===== src/hdl/named_stopwatch_timer_bank_core_assert.svh =====
// Assertion macros for the stopwatch timer bank
`ifndef NAMED_STOPWATCH_TIMER_BANK_CORE_ASSERT_SVH
`define NAMED_STOPWATCH_TIMER_BANK_CORE_ASSERT_SVH
// Implication checked on every clock edge outside reset
`define NSTB_ASSERT_IMP(lbl, ante, cons, msg) \
    lbl: assert property (@(posedge aclk) disable iff (!aresetn) (ante) |-> (cons)) \
        else $error(msg);
// Implication checked in the cycle after the antecedent
`define NSTB_ASSERT_NEXT(lbl, ante, cons, msg) \
    lbl: assert property (@(posedge aclk) disable iff (!aresetn) (ante) |=> (cons)) \
        else $error(msg);
`endif


===== src/hdl/nstb_pkg.sv =====
// ----------------------------------------------------------------------------
// nstb_pkg
// Shared types and constants of the stopwatch timer bank.
// ----------------------------------------------------------------------------
package nstb_pkg;
    localparam int SLOTS      = 8;
    localparam int KEY_BITS   = 64;
    localparam int COUNT_BITS = 32;
    localparam int SLOT_BITS  = (SLOTS > 1) ? $clog2(SLOTS) : 1;
    localparam int USED_BITS  = $clog2(SLOTS + 1);

    typedef enum logic [1:0] {
        MODE_STOPPED  = 2'd0,
        MODE_PAUSED   = 2'd1,
        MODE_COUNTING = 2'd2,
        MODE_DELETED  = 2'd3
    } mode_t;

    typedef enum logic [2:0] {
        KIND_TICK, KIND_START, KIND_PAUSE, KIND_READ,
        KIND_STOP, KIND_STOP_ALL, KIND_DELETE, KIND_DELETE_ALL
    } kind_t;

    typedef enum logic [3:0] {
        ST_NEW, ST_RESTARTED, ST_RESUMED, ST_ALREADY_RUNNING, ST_PAUSED,
        ST_ALREADY_PAUSED, ST_PAUSE_REFUSED, ST_STOPPED, ST_ALREADY_STOPPED,
        ST_READ, ST_DELETED, ST_ALL_STOPPED, ST_ALL_DELETED, ST_NO_SUCH,
        ST_FULL, ST_TICK
    } status_t;

    typedef enum logic [2:0] {
        FSM_IDLE, FSM_SCAN, FSM_WAIT, FSM_ACT, FSM_WRITE, FSM_OUT
    } fsm_t;

    typedef struct packed {
        mode_t                  mode;
        logic [KEY_BITS-1:0]    key;
        logic [COUNT_BITS-1:0]  count;
    } entry_t;
endpackage


===== src/hdl/named_stopwatch_timer_bank_core.sv =====
// Per command, from input transfer to result valid: one memory read per slot
// during the scan, then read, modify, write back of the hit slot.
// A new command is taken only after the last result has been transferred;
// a stalled result holds off the next input transfer. One item is in flight
// at a time.
// Reset: synchronous, active low; mode bits of every slot are cleared to
// deleted in flops, tick_step returns to 1, the slot use count to zero.
// ----------------------------------------------------------------------------
// named_stopwatch_timer_bank_core
// Pool of named stopwatch slots held in a slot memory.
// ----------------------------------------------------------------------------
`include "named_stopwatch_timer_bank_core_assert.svh"
module named_stopwatch_timer_bank_core
    import nstb_pkg::*;
(
    input  logic        aclk,
    input  logic        aresetn,
    input  logic        cfg_we,
    input  logic [7:0]  cfg_wdata,
    input  logic        s_valid,
    output logic        s_ready,
    input  logic [2:0]  s_kind,
    input  logic [63:0] s_name_key,
    output logic        m_valid,
    input  logic        m_ready,
    output logic [3:0]  m_status,
    output logic [2:0]  m_slot_index,
    output logic [31:0] m_elapsed_count
);
    // Mode lives in flops (reset needed, read during the scan); key and count
    // live in the slot memory behind a registered read port.
    logic [KEY_BITS+COUNT_BITS-1:0] mem [SLOTS];
    logic [KEY_BITS+COUNT_BITS-1:0] rd_data_reg;
    mode_t mode_reg [SLOTS];

    fsm_t state_reg, state_next;
    logic [7:0]            tick_step_reg;
    logic [USED_BITS-1:0]  used_reg;
    logic [2:0]            kind_reg;
    logic [KEY_BITS-1:0]   key_reg;
    logic [SLOT_BITS:0]    idx_reg;     // scan counter, one bit wider
    logic [SLOT_BITS-1:0]  hit_reg, free_reg;
    logic                  hit_ok_reg, free_ok_reg;
    logic [3:0]            st_reg;
    logic [2:0]            out_slot_reg;
    logic [31:0]           out_count_reg;
    logic                  out_valid_reg;

    // Registered write port
    logic                          we_reg;
    logic [SLOT_BITS-1:0]          wa_reg;
    logic [KEY_BITS+COUNT_BITS-1:0] wd_reg;

    logic [SLOT_BITS-1:0] idx;
    logic [SLOT_BITS-1:0] rd_addr;
    logic                 scan_last;
    logic [KEY_BITS-1:0]  rd_key;
    logic [COUNT_BITS-1:0] rd_count;
    logic [COUNT_BITS:0]  sum;

    // Scan pipeline: flopped scan index and its data-valid flag
    logic [SLOT_BITS-1:0] pidx_reg;
    logic                 pvalid_reg;
    logic                 match;

    assign idx       = idx_reg[SLOT_BITS-1:0];
    assign scan_last = (idx_reg == (SLOT_BITS+1)'(SLOTS - 1));
    assign rd_key    = rd_data_reg[KEY_BITS+COUNT_BITS-1:COUNT_BITS];
    assign rd_count  = rd_data_reg[COUNT_BITS-1:0];
    assign sum       = {1'b0, rd_count} + (COUNT_BITS+1)'(tick_step_reg);
    // In WAIT the last scan datum may still hit: forward its slot number
    assign rd_addr   = (state_reg == FSM_SCAN) ? idx
                     : ((match && !hit_ok_reg) ? pidx_reg : hit_reg);

    assign s_ready         = (state_reg == FSM_IDLE) && !out_valid_reg;
    assign m_valid         = out_valid_reg;
    assign m_status        = st_reg;
    assign m_slot_index    = out_slot_reg;
    assign m_elapsed_count = out_count_reg;

    // Memory: one read, one write per cycle; reads of a deleted slot are
    // masked by its mode bits, so the memory needs no clearing.
    always_ff @(posedge aclk) begin
        if (we_reg) begin
            mem[wa_reg] <= wd_reg;
        end
        rd_data_reg <= mem[rd_addr];
    end

    always_comb begin
        state_next = state_reg;
        unique case (state_reg)
            FSM_IDLE:  if (s_valid && s_ready) state_next = FSM_SCAN;
            FSM_SCAN:  if (scan_last) state_next = FSM_WAIT;
            FSM_WAIT:  state_next = FSM_ACT;
            FSM_ACT:   state_next = FSM_WRITE;
            FSM_WRITE: state_next = FSM_OUT;
            FSM_OUT:   state_next = FSM_IDLE;
            default:   state_next = FSM_IDLE;
        endcase
    end

    // Datapath. The scan pipeline: address idx in SCAN, data in the following cycle.
    // Key compare uses the flopped scan index (pidx) in the same scan pass.
    assign match = pvalid_reg && (mode_reg[pidx_reg] != MODE_DELETED) && (rd_key == key_reg);

    always_ff @(posedge aclk) begin
        if (!aresetn) begin
            state_reg     <= FSM_IDLE;
            tick_step_reg <= 8'd1;
            used_reg      <= '0;
            out_valid_reg <= 1'b0;
            we_reg        <= 1'b0;
            pvalid_reg    <= 1'b0;
            for (int i = 0; i < SLOTS; i++) mode_reg[i] <= MODE_DELETED;
        end else begin
            state_reg  <= state_next;
            we_reg     <= 1'b0;
            pvalid_reg <= (state_reg == FSM_SCAN);
            pidx_reg   <= idx;
            if (cfg_we) tick_step_reg <= cfg_wdata;
            if (out_valid_reg && m_ready) out_valid_reg <= 1'b0;

            // Tick: saturating add per counting slot, written back in the scan
            if (pvalid_reg && kind_reg == KIND_TICK
                    && mode_reg[pidx_reg] == MODE_COUNTING) begin
                we_reg <= 1'b1;
                wa_reg <= pidx_reg;
                wd_reg <= {rd_key, sum[COUNT_BITS] ? {COUNT_BITS{1'b1}}
                                                   : sum[COUNT_BITS-1:0]};
            end
            if (match && !hit_ok_reg) begin
                hit_ok_reg <= 1'b1;
                hit_reg    <= pidx_reg;
            end

            unique case (state_reg)
                FSM_IDLE: begin
                    if (s_valid && s_ready) begin
                        kind_reg    <= s_kind;
                        key_reg     <= s_name_key[KEY_BITS-1:0];
                        idx_reg     <= '0;
                        hit_ok_reg  <= 1'b0;
                        free_ok_reg <= 1'b0;
                        hit_reg     <= '0;
                        free_reg    <= '0;
                    end
                end
                FSM_SCAN: begin
                    if (mode_reg[idx] == MODE_DELETED && !free_ok_reg) begin
                        free_ok_reg <= 1'b1;
                        free_reg    <= idx;
                    end
                    if (!scan_last) idx_reg <= idx_reg + 1'b1;
                end
                FSM_WAIT: begin
                    // Last scan datum is compared here; the hit slot is read here too
                end
                FSM_ACT: begin
                    // rd_data_reg now holds the hit slot (read in WAIT)
                    st_reg        <= ST_TICK;
                    out_slot_reg  <= 3'(hit_reg);
                    out_count_reg <= 32'(rd_count);
                    unique case (kind_t'(kind_reg))
                        KIND_TICK: begin
                            out_slot_reg  <= '0;
                            out_count_reg <= '0;
                        end
                        KIND_START: begin
                            if (hit_ok_reg) begin
                                if (mode_reg[hit_reg] == MODE_COUNTING) begin
                                    st_reg <= ST_ALREADY_RUNNING;
                                end else if (mode_reg[hit_reg] == MODE_PAUSED) begin
                                    st_reg <= ST_RESUMED;
                                    mode_reg[hit_reg] <= MODE_COUNTING;
                                end else begin
                                    st_reg <= ST_RESTARTED;
                                    mode_reg[hit_reg] <= MODE_COUNTING;
                                    out_count_reg <= '0;
                                    we_reg <= 1'b1;
                                    wa_reg <= hit_reg;
                                    wd_reg <= {key_reg, {COUNT_BITS{1'b0}}};
                                end
                            end else if (used_reg >= USED_BITS'(SLOTS) || !free_ok_reg) begin
                                st_reg        <= ST_FULL;
                                out_slot_reg  <= '0;
                                out_count_reg <= '0;
                            end else begin
                                st_reg        <= ST_NEW;
                                out_slot_reg  <= 3'(free_reg);
                                out_count_reg <= '0;
                                mode_reg[free_reg] <= MODE_COUNTING;
                                used_reg <= used_reg + 1'b1;
                                we_reg <= 1'b1;
                                wa_reg <= free_reg;
                                wd_reg <= {key_reg, {COUNT_BITS{1'b0}}};
                            end
                        end
                        KIND_PAUSE, KIND_READ, KIND_STOP, KIND_DELETE: begin
                            if (!hit_ok_reg) begin
                                st_reg        <= ST_NO_SUCH;
                                out_slot_reg  <= '0;
                                out_count_reg <= '0;
                            end else if (kind_reg == KIND_READ) begin
                                st_reg <= ST_READ;
                            end else if (kind_reg == KIND_PAUSE) begin
                                if (mode_reg[hit_reg] == MODE_PAUSED) begin
                                    st_reg <= ST_ALREADY_PAUSED;
                                end else if (mode_reg[hit_reg] == MODE_STOPPED) begin
                                    st_reg <= ST_PAUSE_REFUSED;
                                end else begin
                                    st_reg <= ST_PAUSED;
                                    mode_reg[hit_reg] <= MODE_PAUSED;
                                end
                            end else begin
                                out_count_reg <= '0;
                                we_reg <= 1'b1;
                                wa_reg <= hit_reg;
                                if (kind_reg == KIND_STOP) begin
                                    wd_reg <= {key_reg, {COUNT_BITS{1'b0}}};
                                    st_reg <= (mode_reg[hit_reg] == MODE_STOPPED)
                                              ? ST_ALREADY_STOPPED : ST_STOPPED;
                                    mode_reg[hit_reg] <= MODE_STOPPED;
                                end else begin
                                    wd_reg <= '0;
                                    st_reg <= ST_DELETED;
                                    mode_reg[hit_reg] <= MODE_DELETED;
                                    if (used_reg != '0) used_reg <= used_reg - 1'b1;
                                end
                            end
                        end
                        KIND_STOP_ALL: begin
                            // Counts were cleared slot by slot during the scan
                            st_reg        <= ST_ALL_STOPPED;
                            out_slot_reg  <= '0;
                            out_count_reg <= '0;
                        end
                        default: begin
                            st_reg        <= ST_ALL_DELETED;
                            out_slot_reg  <= '0;
                            out_count_reg <= '0;
                            used_reg      <= '0;
                            for (int i = 0; i < SLOTS; i++) mode_reg[i] <= MODE_DELETED;
                        end
                    endcase
                end
                FSM_WRITE: begin
                    // Write back of the touched slot lands at this edge
                end
                FSM_OUT: begin
                    out_valid_reg <= 1'b1;
                end
                default: begin
                end
            endcase

            // Stop all: zero each live slot during the scan pass
            if (kind_reg == KIND_STOP_ALL && pvalid_reg
                    && mode_reg[pidx_reg] != MODE_DELETED) begin
                mode_reg[pidx_reg] <= MODE_STOPPED;
                we_reg <= 1'b1;
                wa_reg <= pidx_reg;
                wd_reg <= {rd_key, {COUNT_BITS{1'b0}}};
            end
        end
    end

    // Memory read of the hit slot happens in WAIT; when the last slot hits in
    // WAIT its number goes straight to the read address.
    `NSTB_ASSERT_IMP(a_ready_idle, s_ready, state_reg == FSM_IDLE,
        "ready outside idle")
    `NSTB_ASSERT_NEXT(a_out_hold, m_valid && !m_ready, m_valid,
        "result dropped")
    `NSTB_ASSERT_IMP(a_used_range, 1'b1, used_reg <= USED_BITS'(SLOTS),
        "slot use count overflow")
endmodule

===== config.mk =====
export PLATFORM = sky130hd
export DESIGN_NAME = named_stopwatch_timer_bank_core
export DESIGN_NICKNAME = d
export VERILOG_FILES = /design/src/hdl/nstb_pkg.sv /design/src/hdl/named_stopwatch_timer_bank_core.sv
export VERILOG_INCLUDE_DIRS = /design/src /design/src/hdl
export SDC_FILE = /design/constraint.sdc
export NUM_CORES = 2
export LEC_CHECK = 0
export ABC_AREA = 1
export BUFFER_PORTS_ARGS = -buffer_cell sky130_fd_sc_hd__buf_2
export CAP_MARGIN = 20
export CORE_AREA = 2 2 232 349
export CTS_BUF_LIST = sky130_fd_sc_hd__clkbuf_16
export DETAILED_ROUTE_END_ITERATION = 10
export DIE_AREA = 0 0 234 351
export HOLD_SLACK_MARGIN = 0.12
export PLACE_DENSITY = 0.8
export REMOVE_ABC_BUFFERS = 1
export SLEW_MARGIN = 10
export SYNTH_ARGS = -nofsm -noshare
export SYNTH_HDL_FRONTEND = slang
export SYNTH_SLANG_ARGS = --single-unit

===== constraint.sdc =====
create_clock -name aclk -period 6.1 [get_ports aclk]
set_input_delay 1.22 -clock aclk [delete_from_list [all_inputs] [get_ports aclk]]
set_output_delay 1.22 -clock aclk [all_outputs]
set_load 0.01 [all_outputs]

After elaboration in Yosys (flattened, before gate mapping)
Memories as Yosys holds them, arrays and structs flattened. A register that Yosys moved wholly into a read port is not among the register bits. Index checks and enable logic that the tools add are counted. W data, S select, Z words.

$add $sub $neg: 4. Order comparisons: 1. Equal/unequal tests: 29. Muxes and demuxes: 166. Bitwise logic cells: 13. Reduce and logical (&&, ||, !) cells: 33.

Operator list (number): $mux W96 (11); $mux W32 (7); $pmux W96 S2 (1); $mux W3 (27); $mux W1 (75); $eq A64 B64 Y1 (1); $mux W4 (16); $pmux W32 S2 (1); $mux W2 (19); $add A32 B8 Y33 (1); $ne A2 B2 Y1 const B (10); $pmux W3 S2 (3); $pmux W4 S4 (1); $eq A3 B3 Y1 const B (5); $pmux W3 S5 (1); $eq A3 B2 Y1 const B (4); $or A1 B1 Y1 (12); $pmux W4 S3 (1); $logic_and A1 B1 Y1 (11); $reduce_and A9 Y1 (1); $add A4 B1 Y4 const B (2); $pmux W4 S2 (1); $reduce_and A4 Y1 (2); $reduce_or A2 Y1 (4); other kinds (19) (29).

Flip-flop bits (word level): 238. RAM bits: 784. Input bits: 80. Word-level logic and storage cells: 268. Memories kept: 2.

Memories: mem (words 8, bits a word 96, rd ports 1, clocked after memory_dff 1, write ports 1, line named_stopwatch_timer_bank_core.sv:32) `logic [KEY_BITS+COUNT_BITS-1:0] mem [SLOTS];`; mode_reg (words 8, bits a word 2, rd ports 3, clocked after memory_dff 3, write ports 8, line named_stopwatch_timer_bank_core.sv:34) `mode_t mode_reg [SLOTS];`.

Logic depth before layout (Yosys ltp)
Depth in word-level cells: 17. Mapped depth: 21. Mapped depth without buffers: 19.

Least setup slack after synthesis
Ideal clock, no wire load.

Path kind: register to register. Start point: register wa_reg[2]. End point: memory mem[0][0] (netlist bit), enable pin. Data arrival time: 4.556 ns. Required time: 5.548 ns. Slack: 0.992 ns. Stages on the path, launching flop included: 4. Path buffers: 0. Clock period less this slack: 5.108 ns. Cells stage by stage: edfxtp_1 inv_1 nand2_1 nor2_1.

RTL lines: from (decl) (line named_stopwatch_timer_bank_core.sv:51) `logic [SLOT_BITS-1:0] wa_reg;`; from (signal assigned) (line named_stopwatch_timer_bank_core.sv:128) `wa_reg <= pidx_reg;`; from (signal assigned) (line named_stopwatch_timer_bank_core.sv:181) `wa_reg <= hit_reg;`; from (signal assigned) (line named_stopwatch_timer_bank_core.sv:195) `wa_reg <= free_reg;`; to (decl) (line named_stopwatch_timer_bank_core.sv:32).

No word-level cell before the write port.

==> results.md <==
* PwrDens at 323.4 mW/mm^2
* Die Span X at 234 microns
* Initial antenna violation count at 3
* Layout cells sized above 1 at 7.206%
* I/O Buffers at 120
* DR pass1 iterations at 6
* Die Height at 351 microns
* Worst ir drop on vdd at 0.3187 mV
* CP Class: flip-flop to flip-flop
* CP startpoint kind: flip-flop
* Fmax at 232.7 MHz
* Final period utilization at 70.45%
* Relative slew slack at 23.03%
* Post-CTS Setup Bufs at 0
* Met3 WL at 13020 microns
* Io pins at 121
* Status: complete, no violations
* Seq/Total Area, Yosys at 65.83%
* Initial core utilization at 62.48%
* Worst Reg2Reg Path Length in Cells at 19
* WP data arrival at 4670 ps
* Final Skew at 36.74 ps
* Flops & latches, synth at 1127
* CTS tree: done
* Post-CTS Resized at 0
* Synth Instances at 4898
* Clock latency at the later pin of the worst-skew pair at 680 ps
* Minimum clock period at 4297 ps
* P&R area growth vs syn at 9.433%
* Via total after detailed routing at 35792
* FP Rows at 127
* Syn Area/Cell at 10.11 sq um
* Area of the multi-input gates at 0.01238 sq mm
* Largest register FFs at 768
* First-pass GRT wire length at 193700 microns
* YS warnings at 0
* Fin. Hold Viols at 0
* Dpl hpwl at 67110 microns
* Commonest non-fill, non-tap cells in the layout: 1060 x nand2_1, 1004 x edfxtp_1, 943 x inv_1
* Metal-1 WL at 43850 microns
* # setup viols final at 0
* Max-Cap Viols at 0
* Worst setup EP type: flip-flop
* H-tree Lvls at 3
* Leading cell type in the layout, fill and taps excluded: nand2_1
* Initial drt markers at 4302
* Die area at 0.08213 sq mm
* Post-synth EDFFs at 1004
* Post-route ant nets at 0
* Largest net degree at the start of global routing at 197
* Vias in the first global route at 35764
* Setup TNS at 0 ps
* Num CTS Buffers at 101
* Clock Path Buffers at 3
* Placer Congestion at 0.9330
* Clk slew on worst S/H paths at 60 ps
* Worst Path Max Fanout at 47
* FF/Latch Area at 0.03261 sq mm
* FILL cells at 5413
* CTS Hold Bufs at 0
* Leak pwr at 0.02329 uW
* Highest Signal Layer: met5
* Total track usage at 31.02%
* Fin nets at 5020
* Synth Flop Type: edfxtp_1
* RSZ-0062 raised after global routing: no
* Via density at 5.924
* Synth async-reset ratio at 0%
* Clk root buf: clkbuf_16
* CTS Sinks at 1127
* DR WL/cell at 20.93 microns
* Core area at 0.07929 sq mm
* Final hold slack at 483.0 ps
* Distinct cells, synth at 49
* Hold crit path type: flip-flop to flip-flop
* Ant diodes at 0
* Max-slew violation count at 0
* Remaining global-route overflow at 0
* Post-Syn Area at 0.04954 sq mm
* Hold path depth at 2
* Routed met2 length at 62400 microns
* Actual slew at the worst max-slew pin at 1155 ps
* CP required at 6470 ps
* DRC Markers at 0
* Routed WL at 126500 microns
## path summary, 6_finish.rpt
path	endpoint	from	slack [ps]
worst max-delay path	wd_reg[72]$_DFFE_PP_	flip-flop	1800
worst min-delay path	m_valid$_SDFFE_PN0P_	m_valid$_SDFFE_PN0P_	480
worst max register to register	wd_reg[72]$_DFFE_PP_	flip-flop	1800
worst min register to register	m_valid$_SDFFE_PN0P_	m_valid$_SDFFE_PN0P_	480
## cell families (layout without fill, tap and decap cells)
group           count (synthesis)  count (layout)  synth area share (%)
simple gates                 2185            2185                 19.19
xor+xnor                       68              68                 1.202
buf+inv                      1180            1292                 9.507
compound gates                320             320                 3.789
fa+ha+maj                      18              18                0.4849
flops                        1127            1127                 65.83
## report_power, final
group	switching, uW	internal [uW]
Combinational	1470	621
Sequential	312	8700
Clock	2840	3590
## synthesized netlist by cell type (2+ instances only)
library cell	n	area, sq um
edfxtp_1	1004	30150
inv_1	922	3461
ha_1	16	200.2
o21ai_0	157	785.8
nor2_4	3	33.78
buf_2	109	545.5
o221a_2	4	45.04
a31oi_1	7	43.79
dfxtp_1	123	2462
nor4_1	4	25.02
clkbuf_1	106	397.9
xor2_1	19	166.4
o311ai_0	2	17.52
a32oi_1	39	341.6
xnor2_1	49	429.2
inv_2	3	11.26
nand3_1	922	4614
clkinv_1	3	11.26
nand2_1	1063	3990
o22ai_1	2	12.51
nand4_1	18	112.6
o221ai_1	5	43.79
nor2_1	135	506.7
a211oi_1	3	22.52
o21ai_1	17	85.08
nand3_2	2	20.02
buf_1	11	41.29
a21oi_1	64	320.3
fa_1	2	40.04
buf_6	9	101.4
buf_4	16	120.1
o211ai_1	9	67.56
nor2_2	3	18.77
nor3_1	32	160.2
## layer usage
layer  track usage (%)  up-vias
met5                 0        -
met4             18.33        2
met3             4.726      465
met2             52.60     2233
met1             37.55    16902
li1                  -    16190
## metrics by stage
step | utilization, % | instance area, sq um | setup WS [ps] | cells | total power [uW]
2_1_floorplan | - | 48310 | -3047 | 4646 | 10530
5_1_grt | 68.37 | 54210 | 1513 | 6042 | 18080
3_3_place_gp | 64.14 | 50860 | 2054 | 5851 | 11120
3_5_place_dp | 64.14 | 50860 | 1929 | 5851 | 11190
6_report | 68.37 | 54210 | 1803 | 6042 | 17530
4_1_cts | 68.37 | 54210 | 1889 | 6042 | 17510
## critical path, cell delays in order (launching register included)
cell and delay (ps):
dfxtp_1 480, inv_1 190, a21oi_1 160, o21ai_0 150, nand2_1 90, inv_1 40, o21ai_0 400, inv_1 160
ha_1 210, nor2_1 160, inv_1 80, nor2_1 170, nor2_1 90, o21ai_0 200, nand2_2 330, buf_4 500
nand3_1 210, o21ai_0 130, nand2_1 100, o21ai_0 100
## area by class of cell
class | count | share of cell area [%]
inverter | 928 | 6.448
sequential | 1127 | 60.16
clock buffer | 103 | 4.754
timing repair buffer | 173 | 1.992
tap | 1032 | 2.382
multi-input combinational | 2591 | 22.84
clock inverter | 88 | 1.431
(Power assumes the default switching activity.)
